`config.mk`:
```
export PLATFORM = sky130hd
export DESIGN_NAME = kbs_ram
export DESIGN_NICKNAME = d
export VERILOG_FILES = /design/src/sv/kbs_ram.sv
export SDC_FILE = /design/constraint.sdc
export NUM_CORES = 1
export LEC_CHECK = 0
export BUFFER_PORTS_ARGS = -buffer_cell sky130_fd_sc_hd__buf_4
export CAP_MARGIN = 10
export CELL_PAD_IN_SITES_DETAIL_PLACEMENT = 0
export CELL_PAD_IN_SITES_GLOBAL_PLACEMENT = 1
export CORE_UTILIZATION = 50
export DETAILED_ROUTE_END_ITERATION = 8
export GPL_TIMING_DRIVEN = 0
export PLACE_DENSITY_LB_ADDON = 0.05
export SLEW_MARGIN = 20
export SYNTH_ARGS = -nofsm -noshare
export SYNTH_HDL_FRONTEND = slang
export SYNTH_SLANG_ARGS = --single-unit
```
`constraint.sdc`:
```
create_clock -name clk -period 8.11 [get_ports clk]
set_input_delay 2.0275 -clock clk [delete_from_list [all_inputs] [get_ports clk]]
set_output_delay 2.0275 -clock clk [all_outputs]
set_load 0.02 [all_outputs]
```
`src/sv/kbs_ram.sv`:
```
`default_nettype none
module kbs_ram #(
	parameter int WIDTH = 32,
	parameter int DEPTH = 16,
	localparam int AW = (DEPTH > 1) ? $clog2(DEPTH) : 1
) (
	input  wire logic             clk,
	input  wire logic             wr_en,
	input  wire logic [AW-1:0]    wr_addr,
	input  wire logic [WIDTH-1:0] wr_data,
	input  wire logic             rd_en,
	input  wire logic [AW-1:0]    rd_addr,
	output logic      [WIDTH-1:0] rd_data
);

	logic [WIDTH-1:0] mem [DEPTH];

	// One write port, one registered read port
	always_ff @(posedge clk) begin
		if (wr_en) begin
			mem[wr_addr] <= wr_data;
		end
		if (rd_en) begin
			rd_data <= mem[rd_addr];
		end
	end

endmodule
`default_nettype wire

```
==> out/summary.txt <==
final setup vio count -> 0
vias per cell -> 5.86
HP Start -> mem[7][10]
Synth top area share -> 81.0%
top-count cell post-synth -> edfxtp_1
Synth Area in XOR/XNOR -> 0%
Root Driver -> clkbuf_16
crit path kind -> in2reg
initial core utilization -> 50.8%
Synth Area in Compound Gates -> 2.38%
Netlist cell types -> 17
1st-iter DRT viols -> 682
cell count after placement -> 1472
Die ar. -> 0.0412 mm^2
die height -> 203 um
met3 Use GR -> 3.60%
Reg2Reg Depth -> 3
Seq/Total Area, Yosys -> 81.0%
post-synthesis mux area share -> 14.3%
CTS H-Tree Depth -> 2
pre-CTS setup slack -> 3870 ps
setup ws final -> 4520 ps
Min-Delay Endpoint -> rd_data[10]
Clock Sinks -> 544
GR Util All Layers -> 22.3%
Synth Register Bits -> 544
clock slew seen by the registers of the worst setup and hold paths -> 60 ps
Placer Congestion -> 0.734
nets -> 1047
first-pass GRT wire length -> 64900 um
Async SR Flop Fraction -> 0%
met2 Use GR -> 34.8%
Crit Path Max Fanout -> 10
CTS tree -> done
critical path cell sequence -> clkbuf_1 -> buf_2 -> mux4_2 -> a22oi_1 -> nand2_1
syn_area_per_cell -> 24.1 um^2
CP max stage cell -> clkbuf_1
Post-Syn Nets -> 881
DRT antenna net count -> 0
synth cell count leaders -> edfxtp_1 (544), mux4_2 (128), a22oi_1 (64), nand2_1 (33), clkbuf_1 (17)
Hold WC Path Type -> reg2reg
Simple-Gate Fraction of Synth Area -> 1.25%
Worst-Margin Slew -> 918 ps
PortBufs -> 72
critical path depth -> 5
Layout fillers -> 2802
hold-fix buffer count after cts -> 0
1st-pass router iterations -> 5
Max VDD drop -> 0.164 mV
Clock Latency Late Sink -> 590 ps
RSZ-0062 raised after global routing -> no
Period minus WS final -> 3590 ps
num ports -> 75
Crit path max-delay family -> buffers and inverters
MaxCap Viol Count -> 0
total core area -> 0.0397 mm^2
CP required -> 8420 ps
GR Util met1 -> 32.6%
count of final hold-check violations -> 0
Std-Cell Rows -> 73
CP endpoint kind -> flip-flop
fmax -> 279 MHz
worst path buffer plus inverter count -> 2
top_reg_cell synth -> edfxtp_1
reg2reg setup slack -> 6580 ps
vias in the first global route -> 9868
post-route DRC violation count -> 0
final wirelength -> 44000 um
clk buf depth -> 3
largest net degree at the start of global routing -> 33
area grow syn2layout -> 18.4%
area occupied by multi-input gates -> 0.00373 mm^2
leading area contributor after synthesis -> edfxtp_1
n_diodes -> 0
largest family of logic cells by synthesized area -> multiplexers
Final Slew Violations -> 0
status -> finished clean
Setup Fix Bufs, Post-CTS -> 0
Critical Path AT -> 3900 ps
cts repair resizes -> 0
initial antenna violation count -> 0
synth top area cells -> edfxtp_1 (81%), mux4_2 (14%), a22oi_1 (2.4%)
Lkg Pwr -> 7.71 nW
layer with the highest usage -> met2
detailed placement HPWL -> 27900 um
Setup crit start kind -> input port
TritonCTS Buffers -> 55
Final Instance Count excl. Fillers -> 1572
Hold Path Cell Cnt -> 3
GRT overflow -> 0
Reg-to-Reg Start -> mem[10][15]
post-route setup TNS -> 0 ps
slowest stage delay, CP -> 650 ps
Slew HR -> 38.8%
Die Width -> 203 um
share of cells above drive strength 1 -> 33.8%
r2r endpoint -> rd_data[15]
DR WL/cell -> 28.0 um
FF/Latch Area -> 0.0163 mm^2
vias post-DR -> 9207
Synth warnings -> 0
PD cells -> 253 mW/mm^2
Tcrit/Tclk final -> 44.3%
Synth Area in Adders -> 0%
Gate Count Post-Synth -> 838
Mapped Area -> 0.0202 mm^2
Worst Skew -> 8.38 ps
EDFF count, synth -> 544
## sequential cells by signal (all words and copies together) (netlist names)
signal,cells
rd_data,32
mem,512
## power by group
part	internal (mW)	switching, mW	total [mW]	leakage [nW]
Combinational	0.131	0.186	0.317	1.86
Sequential	3.17	0.0154	3.18	4.94
Clock	1.53	1.02	2.54	0.907
Total	4.83	1.22	6.05	7.71
## routing by layer
metal  vias up  part of all wire [%]
met1      4932                    44
met5         -                     0
met3        69                   4.8
li1       3943                     -
met4         0                   2.4
met2       263                    48
## worst max-delay path by stage
stage	slack, ps	startpoint	endpoint
2_1_floorplan	2900	wr_addr[2]	mem[0][0]
3_3_place_gp	40	wr_addr[2]	mem[0][3]
3_5_place_dp	3870	rd_addr[1]	rd_data[13]
4_1_cts	4480	rd_addr[1]	rd_data[13]
5_1_grt	4440	rd_addr[1]	rd_data[15]
6_report	4520	rd_addr[1]	rd_data[15]
## placed cells by master, fill, tap and decap left out, drive strengths merged
master      n
clkinv     28
buf       135
nand2      33
clkinvlp    1
clkbuf     80
a22oi      64
and2        1
edfxtp    544
nand2b      2
nor2       13
nand3       1
bufinv      8
or3b        1
nor3        4
nor2b       2
nand3b      2
mux4      128
## worst register-to-register path, cell delays in order, from the launching register on
cell      delay [ps]
edfxtp_1         370
mux4_2           460
a22oi_1          310
nand2_1          120
## logic make-up (layout without fill, tap and decap cells)
| logic type | after synthesis | count (layout) |
|---|---|---|
| compound gates | 64 | 64 |
| mux | 128 | 128 |
| flops | 544 | 544 |
| buf+inv | 43 | 252 |
| simple gates | 59 | 59 |
## through the flow
stage,area (um^2),util (%),total power [mW],hold WS [ps]
2_1_floorplan,20200,-,3.41,710
3_3_place_gp,21400,53.8,3.54,729
3_5_place_dp,22100,55.5,3.56,733
4_1_cts,23900,60.1,6.10,749
5_1_grt,23900,60.1,6.22,769
6_report,23900,60.1,6.05,744
## layout make-up
class / instances / area share (%)
Timing Repair Buffer: 109 / 4.68
Clock buffer: 63 / 6.07
Tap cell: 525 / 2.75
Sequential cell: 544 / 68.4
Multi-Input combinational cell: 251 / 15.6
Clock inverter: 37 / 1.58
Buffer: 43 / 0.932
Power figures use the tool's default switching activity.
