$ cat config.mk
export PLATFORM = sky130hd
export DESIGN_NAME = kbs_ctrl
export DESIGN_NICKNAME = d
export VERILOG_FILES = /design/src/sv/kbs_pkg.sv /design/src/sv/kbs_ctrl.sv
export SDC_FILE = /design/constraint.sdc
export NUM_CORES = 1
export LEC_CHECK = 0
export BUFFER_PORTS_ARGS = -buffer_cell sky130_fd_sc_hd__buf_2
export CAP_MARGIN = 10
export CORE_AREA = 2 2 175 177
export CTS_CLUSTER_DIAMETER = 150
export DETAILED_ROUTE_END_ITERATION = 7
export DIE_AREA = 0 0 177 179
export GPL_TIMING_DRIVEN = 0
export PLACE_DENSITY = 0.68
export SLEW_MARGIN = 5
export SYNTH_ARGS = -nofsm -noshare
export SYNTH_HDL_FRONTEND = slang
export SYNTH_SLANG_ARGS = --single-unit
export TNS_END_PERCENT = 5
$ cat constraint.sdc
create_clock -name clk -period 15.05 [get_ports clk]
set_clock_uncertainty 0.2 [all_clocks]
set_input_delay 1.505 -clock clk [delete_from_list [all_inputs] [get_ports clk]]
set_output_delay 1.505 -clock clk [all_outputs]
set_load 0.05 [all_outputs]
$ cat src/sv/kbs_pkg.sv
`default_nettype none
package kbs_pkg;

	// Operation codes
	localparam logic [1:0] OP_CLEAR  = 2'd0;
	localparam logic [1:0] OP_APPEND = 2'd1;
	localparam logic [1:0] OP_QUERY  = 2'd2;
	localparam logic [1:0] OP_NOP    = 2'd3;

	// Track codes
	localparam logic [1:0] TRK_POS  = 2'd0;
	localparam logic [1:0] TRK_ROT  = 2'd1;
	localparam logic [1:0] TRK_SCL  = 2'd2;
	localparam logic [1:0] TRK_NONE = 2'd3;

	localparam int NUM_TRACKS = 3;

	// 1.0 in 16.16
	localparam logic [31:0] FIX_ONE = 32'h0001_0000;

	typedef struct packed {
		logic [1:0]         operation;
		logic [1:0]         track;
		logic [31:0]        new_key_time;
		logic signed [31:0] comp_x;
		logic signed [31:0] comp_y;
		logic signed [31:0] comp_z;
		logic signed [31:0] comp_w;
		logic [31:0]        query_time;
	} in_item_t;

	typedef struct packed {
		logic [31:0]        out_key_time;
		logic signed [31:0] out_x;
		logic signed [31:0] out_y;
		logic signed [31:0] out_z;
		logic signed [31:0] out_w;
		logic               is_upper_key;
		logic [31:0]        anim_length;
	} out_item_t;

	// One stored key, one memory word
	typedef struct packed {
		logic [31:0] key_time;
		logic [31:0] x;
		logic [31:0] y;
		logic [31:0] z;
		logic [31:0] w;
	} key_t;

	// Query request handed from the front end to the sequencer
	typedef struct packed {
		logic [1:0]  trk;
		logic [31:0] qt;
		logic [31:0] len;
	} qry_t;

endpackage
`default_nettype wire

$ cat src/sv/kbs_ctrl.sv
`default_nettype none
module kbs_ctrl #(
	parameter int MAX_KEYS = 64,
	localparam int AW = $clog2(3 * MAX_KEYS),
	localparam int CW = $clog2(MAX_KEYS + 1),
	localparam int IW = (MAX_KEYS > 1) ? $clog2(MAX_KEYS) : 1
) (
	input  wire logic              clk,
	input  wire logic              arst_n,
	input  wire logic              go,
	input  wire kbs_pkg::qry_t     qry,
	input  wire logic [CW-1:0]     key_count,
	input  wire logic [AW-1:0]     base_addr,
	output logic                   busy,
	output logic                   rd_en,
	output logic      [AW-1:0]     rd_addr,
	input  wire kbs_pkg::key_t     rd_data,
	output logic                   done,
	output kbs_pkg::out_item_t     result
);
	import kbs_pkg::*;

	localparam logic [2:0] S_IDLE = 3'd0;
	localparam logic [2:0] S_SCAN = 3'd1;
	localparam logic [2:0] S_RDLO = 3'd2;
	localparam logic [2:0] S_EMLO = 3'd3;
	localparam logic [2:0] S_EMHI = 3'd4;
	localparam logic [2:0] S_DEF0 = 3'd5;
	localparam logic [2:0] S_DEF1 = 3'd6;

	logic [2:0]    state_q;
	logic [1:0]    trk_q;
	logic [31:0]   qt_q;
	logic [31:0]   len_q;
	logic [CW-1:0] n_q;
	logic [AW-1:0] base_q;
	logic [CW-1:0] dat_q;
	logic          prev_le_q;
	logic [IW-1:0] lo_q;
	logic [IW-1:0] hi_q;
	logic          done_q;
	out_item_t     res_q;

	logic [CW-1:0] nxt;
	logic          cmp_lt;
	logic          cmp_eq;
	logic          found;
	logic [31:0]   dflt_v;

	// Shared compare unit: stored key time against the query time
	always_comb begin
		cmp_lt = rd_data.key_time < qt_q;
		cmp_eq = rd_data.key_time == qt_q;
		found  = prev_le_q && !cmp_lt;
		nxt    = CW'(dat_q + 1'b1);
		dflt_v = (trk_q == TRK_SCL) ? FIX_ONE : 32'd0;
	end

	// Memory read requests
	always_comb begin
		rd_en   = 1'b0;
		rd_addr = base_q;
		case (state_q)
			S_IDLE: begin
				rd_en   = go;
				rd_addr = base_addr;
			end
			S_SCAN: begin
				rd_en   = nxt < n_q;
				rd_addr = AW'(base_q + AW'(nxt[IW-1:0]));
			end
			S_RDLO: begin
				rd_en   = 1'b1;
				rd_addr = AW'(base_q + AW'(lo_q));
			end
			S_EMLO: begin
				rd_en   = 1'b1;
				rd_addr = AW'(base_q + AW'(hi_q));
			end
			default: begin
				rd_en   = 1'b0;
				rd_addr = base_q;
			end
		endcase
	end

	// Sequencer
	always_ff @(posedge clk or negedge arst_n) begin
		if (!arst_n) begin
			state_q <= S_IDLE;
			done_q  <= 1'b0;
		end else begin
			done_q <= 1'b0;
			case (state_q)
				S_IDLE: begin
					if (go) begin
						state_q <= (key_count == '0) ? S_DEF0 : S_SCAN;
					end
				end
				S_SCAN: begin
					if (found || nxt == n_q) begin
						state_q <= S_RDLO;
					end
				end
				S_RDLO: state_q <= S_EMLO;
				S_EMLO: begin
					state_q <= S_EMHI;
					done_q  <= 1'b1;
				end
				S_EMHI: begin
					state_q <= S_IDLE;
					done_q  <= 1'b1;
				end
				S_DEF0: begin
					state_q <= S_DEF1;
					done_q  <= 1'b1;
				end
				S_DEF1: begin
					state_q <= S_IDLE;
					done_q  <= 1'b1;
				end
				default: state_q <= S_IDLE;
			endcase
		end
	end

	// Query context and scan progress
	always_ff @(posedge clk) begin
		if (state_q == S_IDLE && go) begin
			trk_q     <= qry.trk;
			qt_q      <= qry.qt;
			len_q     <= qry.len;
			n_q       <= key_count;
			base_q    <= base_addr;
			dat_q     <= '0;
			prev_le_q <= 1'b0;
		end
		if (state_q == S_SCAN) begin
			dat_q     <= nxt;
			prev_le_q <= cmp_lt || cmp_eq;
			if (found) begin
				lo_q <= IW'(dat_q - 1'b1);
				hi_q <= dat_q[IW-1:0];
			end else begin
				lo_q <= '0;
				hi_q <= '0;
			end
		end
	end

	// Result register
	always_ff @(posedge clk) begin
		case (state_q)
			S_EMLO, S_EMHI: begin
				res_q.out_key_time <= rd_data.key_time;
				res_q.out_x        <= rd_data.x;
				res_q.out_y        <= rd_data.y;
				res_q.out_z        <= rd_data.z;
				res_q.out_w        <= (trk_q == TRK_ROT) ? rd_data.w : 32'd0;
				res_q.is_upper_key <= state_q == S_EMHI;
				res_q.anim_length  <= len_q;
			end
			S_DEF0, S_DEF1: begin
				res_q.out_key_time <= 32'd0;
				res_q.out_x        <= dflt_v;
				res_q.out_y        <= dflt_v;
				res_q.out_z        <= dflt_v;
				res_q.out_w        <= (trk_q == TRK_ROT) ? FIX_ONE : 32'd0;
				res_q.is_upper_key <= state_q == S_DEF1;
				res_q.anim_length  <= len_q;
			end
			default: res_q <= res_q;
		endcase
	end

	assign busy   = state_q != S_IDLE;
	assign done   = done_q;
	assign result = res_q;

endmodule
`default_nettype wire

==> results.json <==
{
  "fillerInstances": 2589,
  "ant_nets": 0,
  "vias": 7802,
  "syn_inst": 782,
  "gp_congestion": 0.846,
  "fin_crit_sh_pct": 39.0,
  "final_cell_mix": "buf_2, edfxtp_1, and2_1",
  "holdBufCountCts": 0,
  "syn2layout_area_growth_pct": 32.8,
  "instances_no_fill": 1700,
  "htreeDepth": 1,
  "wire_per_inst_um": 17.6,
  "timing.fmax_mhz": 170,
  "yosysSeqAreaShare_pct": 74.3,
  "cts_root_buffer": "clkbuf_16",
  "rsz0062_at_grt": "false",
  "yosysUniqueCellTypes": 46,
  "clk-insertion-delay-late_ps": 550,
  "worstPathCellList": "clkbuf_1 -> inv_1 -> clkbuf_1 -> nand2_1 -> a211oi_1 -> a21oi_1 -> ha_1 -> a21boi_0 -> o21a_1 -> nor3_1 -> or2_2 -> o31ai_1 -> buf_2",
  "cts_setup_buffers": 0,
  "synth.largest_area_cell": "edfxtp_1",
  "fp.dieH_um": 179,
  "grt_max_degree": 57,
  "num-nets-final": 1570,
  "ios": 448,
  "placedCellCount": 1640,
  "cp-end-kind": "primary output",
  "setup_violations": 0,
  "drt_iter0_drc": 412,
  "drv_slew": 0,
  "outcome": "finished, final reports clean",
  "synthesis.nets": 1075,
  "cts_buffer_depth": 3,
  "crit_arrival_ps": 4170,
  "path_common_cell": "clkbuf_1",
  "finalHoldViolations": 0,
  "grt_pass1_vias": 7466,
  "crit_fanout": 10,
  "tns_ps": 0,
  "tritoncts": "done",
  "rows": 64,
  "synth_edf_count": 294,
  "finalCriticalPeriod_ps": 5870,
  "yosysTopAreaCellShare_pct": 73.5,
  "place_area_sq_um": 15000,
  "layout-drive-gt1-share_pct": 40.0,
  "synthFlopType": "edfxtp_1",
  "port_buffers": 447,
  "drc_errors": 0,
  "stdcell_area_sq_um": 16000,
  "wl_um": 29900,
  "yosys-top-cells-area": "edfxtp_1, and2_1, ha_1, inv_1, a21oi_1",
  "core_area_sq_um": 30000,
  "clkTransAtPathRegs_ps": 60,
  "slowest_delay_ps": 390,
  "cap_violations": 0,
  "cts_sinks": 298,
  "netlist_area_sq_um": 12000,
  "synth-seq-cells": 298,
  "initial_core_util_pct": 40.0,
  "antenna_found_initial": 4,
  "dp_hpwl_um": 23300,
  "tightestPinTransition_ps": 792,
  "grt_first_pass_wirelength_um": 42700,
  "crit_type": "flip-flop to primary output",
  "hold_class": "flip-flop to flip-flop",
  "layout_commonest_cell": "buf_2",
  "start_kind": "flip-flop",
  "cts_resized": 0,
  "syn_area_per_cell_sq_um": 15.4,
  "dieArea_sq_um": 31700,
  "grt_overflow_total": 0,
  "cts_inserted_buffers": 31,
  "ys_async_sr_fraction_pct": 1.34,
  "required_ps": 13350,
  "slew_headroom_pct": 46.7,
  "grtUsageTotal_pct": 17.8,
  "cpMaxStageDelayCell": "a211oi_1",
  "vias_per_cell": 4.59,
  "fp.dieW_um": 177,
  "first_pass_iters": 4,
  "yosysWarnings": 0
}
[worst paths after layout]
kind | start | end | slack [ps] | cells past startpoint
hold reg to reg | len_q[28]$_DFFE_PP_ | result[28]$_DFFE_PP_ | 210 | 0
min in group asynchronous | arst_n | state_q[0]$_DFFE_PN0P_ | 570 | 1
hold / removal | len_q[28]$_DFFE_PP_ | result[28]$_DFFE_PP_ | 210 | 0
setup reg to reg | state_q[0]$_DFFE_PN0P_ | result[132]$_SDFFCE_PP0P_ | 11620 | 11
setup / recovery | state_q[2]$_DFFE_PN0P_ | rd_addr[5] | 9180 | 13
max in group asynchronous | arst_n | state_q[1]$_DFFE_PN0P_ | 13940 | 1
[cells by family after synthesis]
logic type               after synthesis  synth area share, %
buffers and inverters                 81                 2.54
AND/OR/NAND/NOR                      257                 12.2
adder cells (fa/ha/maj)               49                 5.17
flip-flops                           298                 74.3
multiplexers                           6                0.521
AO/OA/AOI/OAI                         77                 4.20
XOR/XNOR                              14                 1.02
[cell type report]
type / instances / area, sq um / area share (%)
Sequential cell: 298 / 8930 / 56.0
Buffer: 28 / 106 / 0.667
Timing Repair Buffer: 462 / 2450 / 15.4
Tap cell: 396 / 495 / 3.11
Inverter: 53 / 201 / 1.26
Clock buffer: 34 / 787 / 4.93
Antenna cell: 4 / 10.0 / 0.0628
Multi-Input combinational cell: 403 / 2790 / 17.5
Clock inverter: 22 / 185 / 1.16
[cell usage after synthesis, types with 2 or more instances]
library cell	count
mux2_2	2
and2_1	158
ha_1	48
nand2b_1	3
mux2i_1	4
nor3b_1	2
o21ai_0	14
a211oi_1	5
inv_1	53
nand4_1	8
edfxtp_1	294
nor2_1	31
a21oi_2	3
nand3_1	9
nand2_1	22
nor4_1	2
a21o_1	6
o21a_1	3
a21oi_1	26
dfrtp_1	4
o211ai_1	3
and3_1	6
nor3_1	4
o31ai_1	4
xor2_1	9
clkbuf_1	26
a22oi_1	3
xnor2_1	5
nor2b_1	7
or2_2	2
[layer usage]
layer / GRT usage, % / up-vias / wire length, um
met1: 21.7 / 3690 / 11300
met3: 3.71 / 40 / 2340
met5: 0 / - / 0
li1: - / 3803 / -
met4: 5.68 / 0 / 615
met2: 31.6 / 269 / 15700
[worst max-delay path: cells and delay by family (launching register included)]
family                     cells  cell delay, ps
DFF                            1             350
adders and majority gates      1             320
buffers and inverters          4            1030
and+or+nand+nor                3             710
AOI/OAI and AO/OA              5            1200
[stage by stage]
stage	util (%)	hold WS (ps)	setup WS [ps]
after floorplan	-	200	3220
after global placement	49.1	201	-1130
after detailed placement	49.9	205	9670
after CTS	53.1	216	9050
after global routing	53.1	222	8720
final	53.1	213	9180
[sequential cells by signal (all words and copies together) (netlist names)]
| name | flops |
|---|---|
| hi_q | 6 |
| result | 193 |
| dat_q | 7 |
| n_q | 7 |
| lo_q | 6 |
| prev_le_q | 1 |
| state_q | 3 |
| len_q | 32 |
| trk_q | 2 |
| qt_q | 32 |
| done | 1 |
| base_q | 8 |
Power is not shown: default switching activity piles up to over one toggle a cycle in this logic, so the estimate is an artifact.
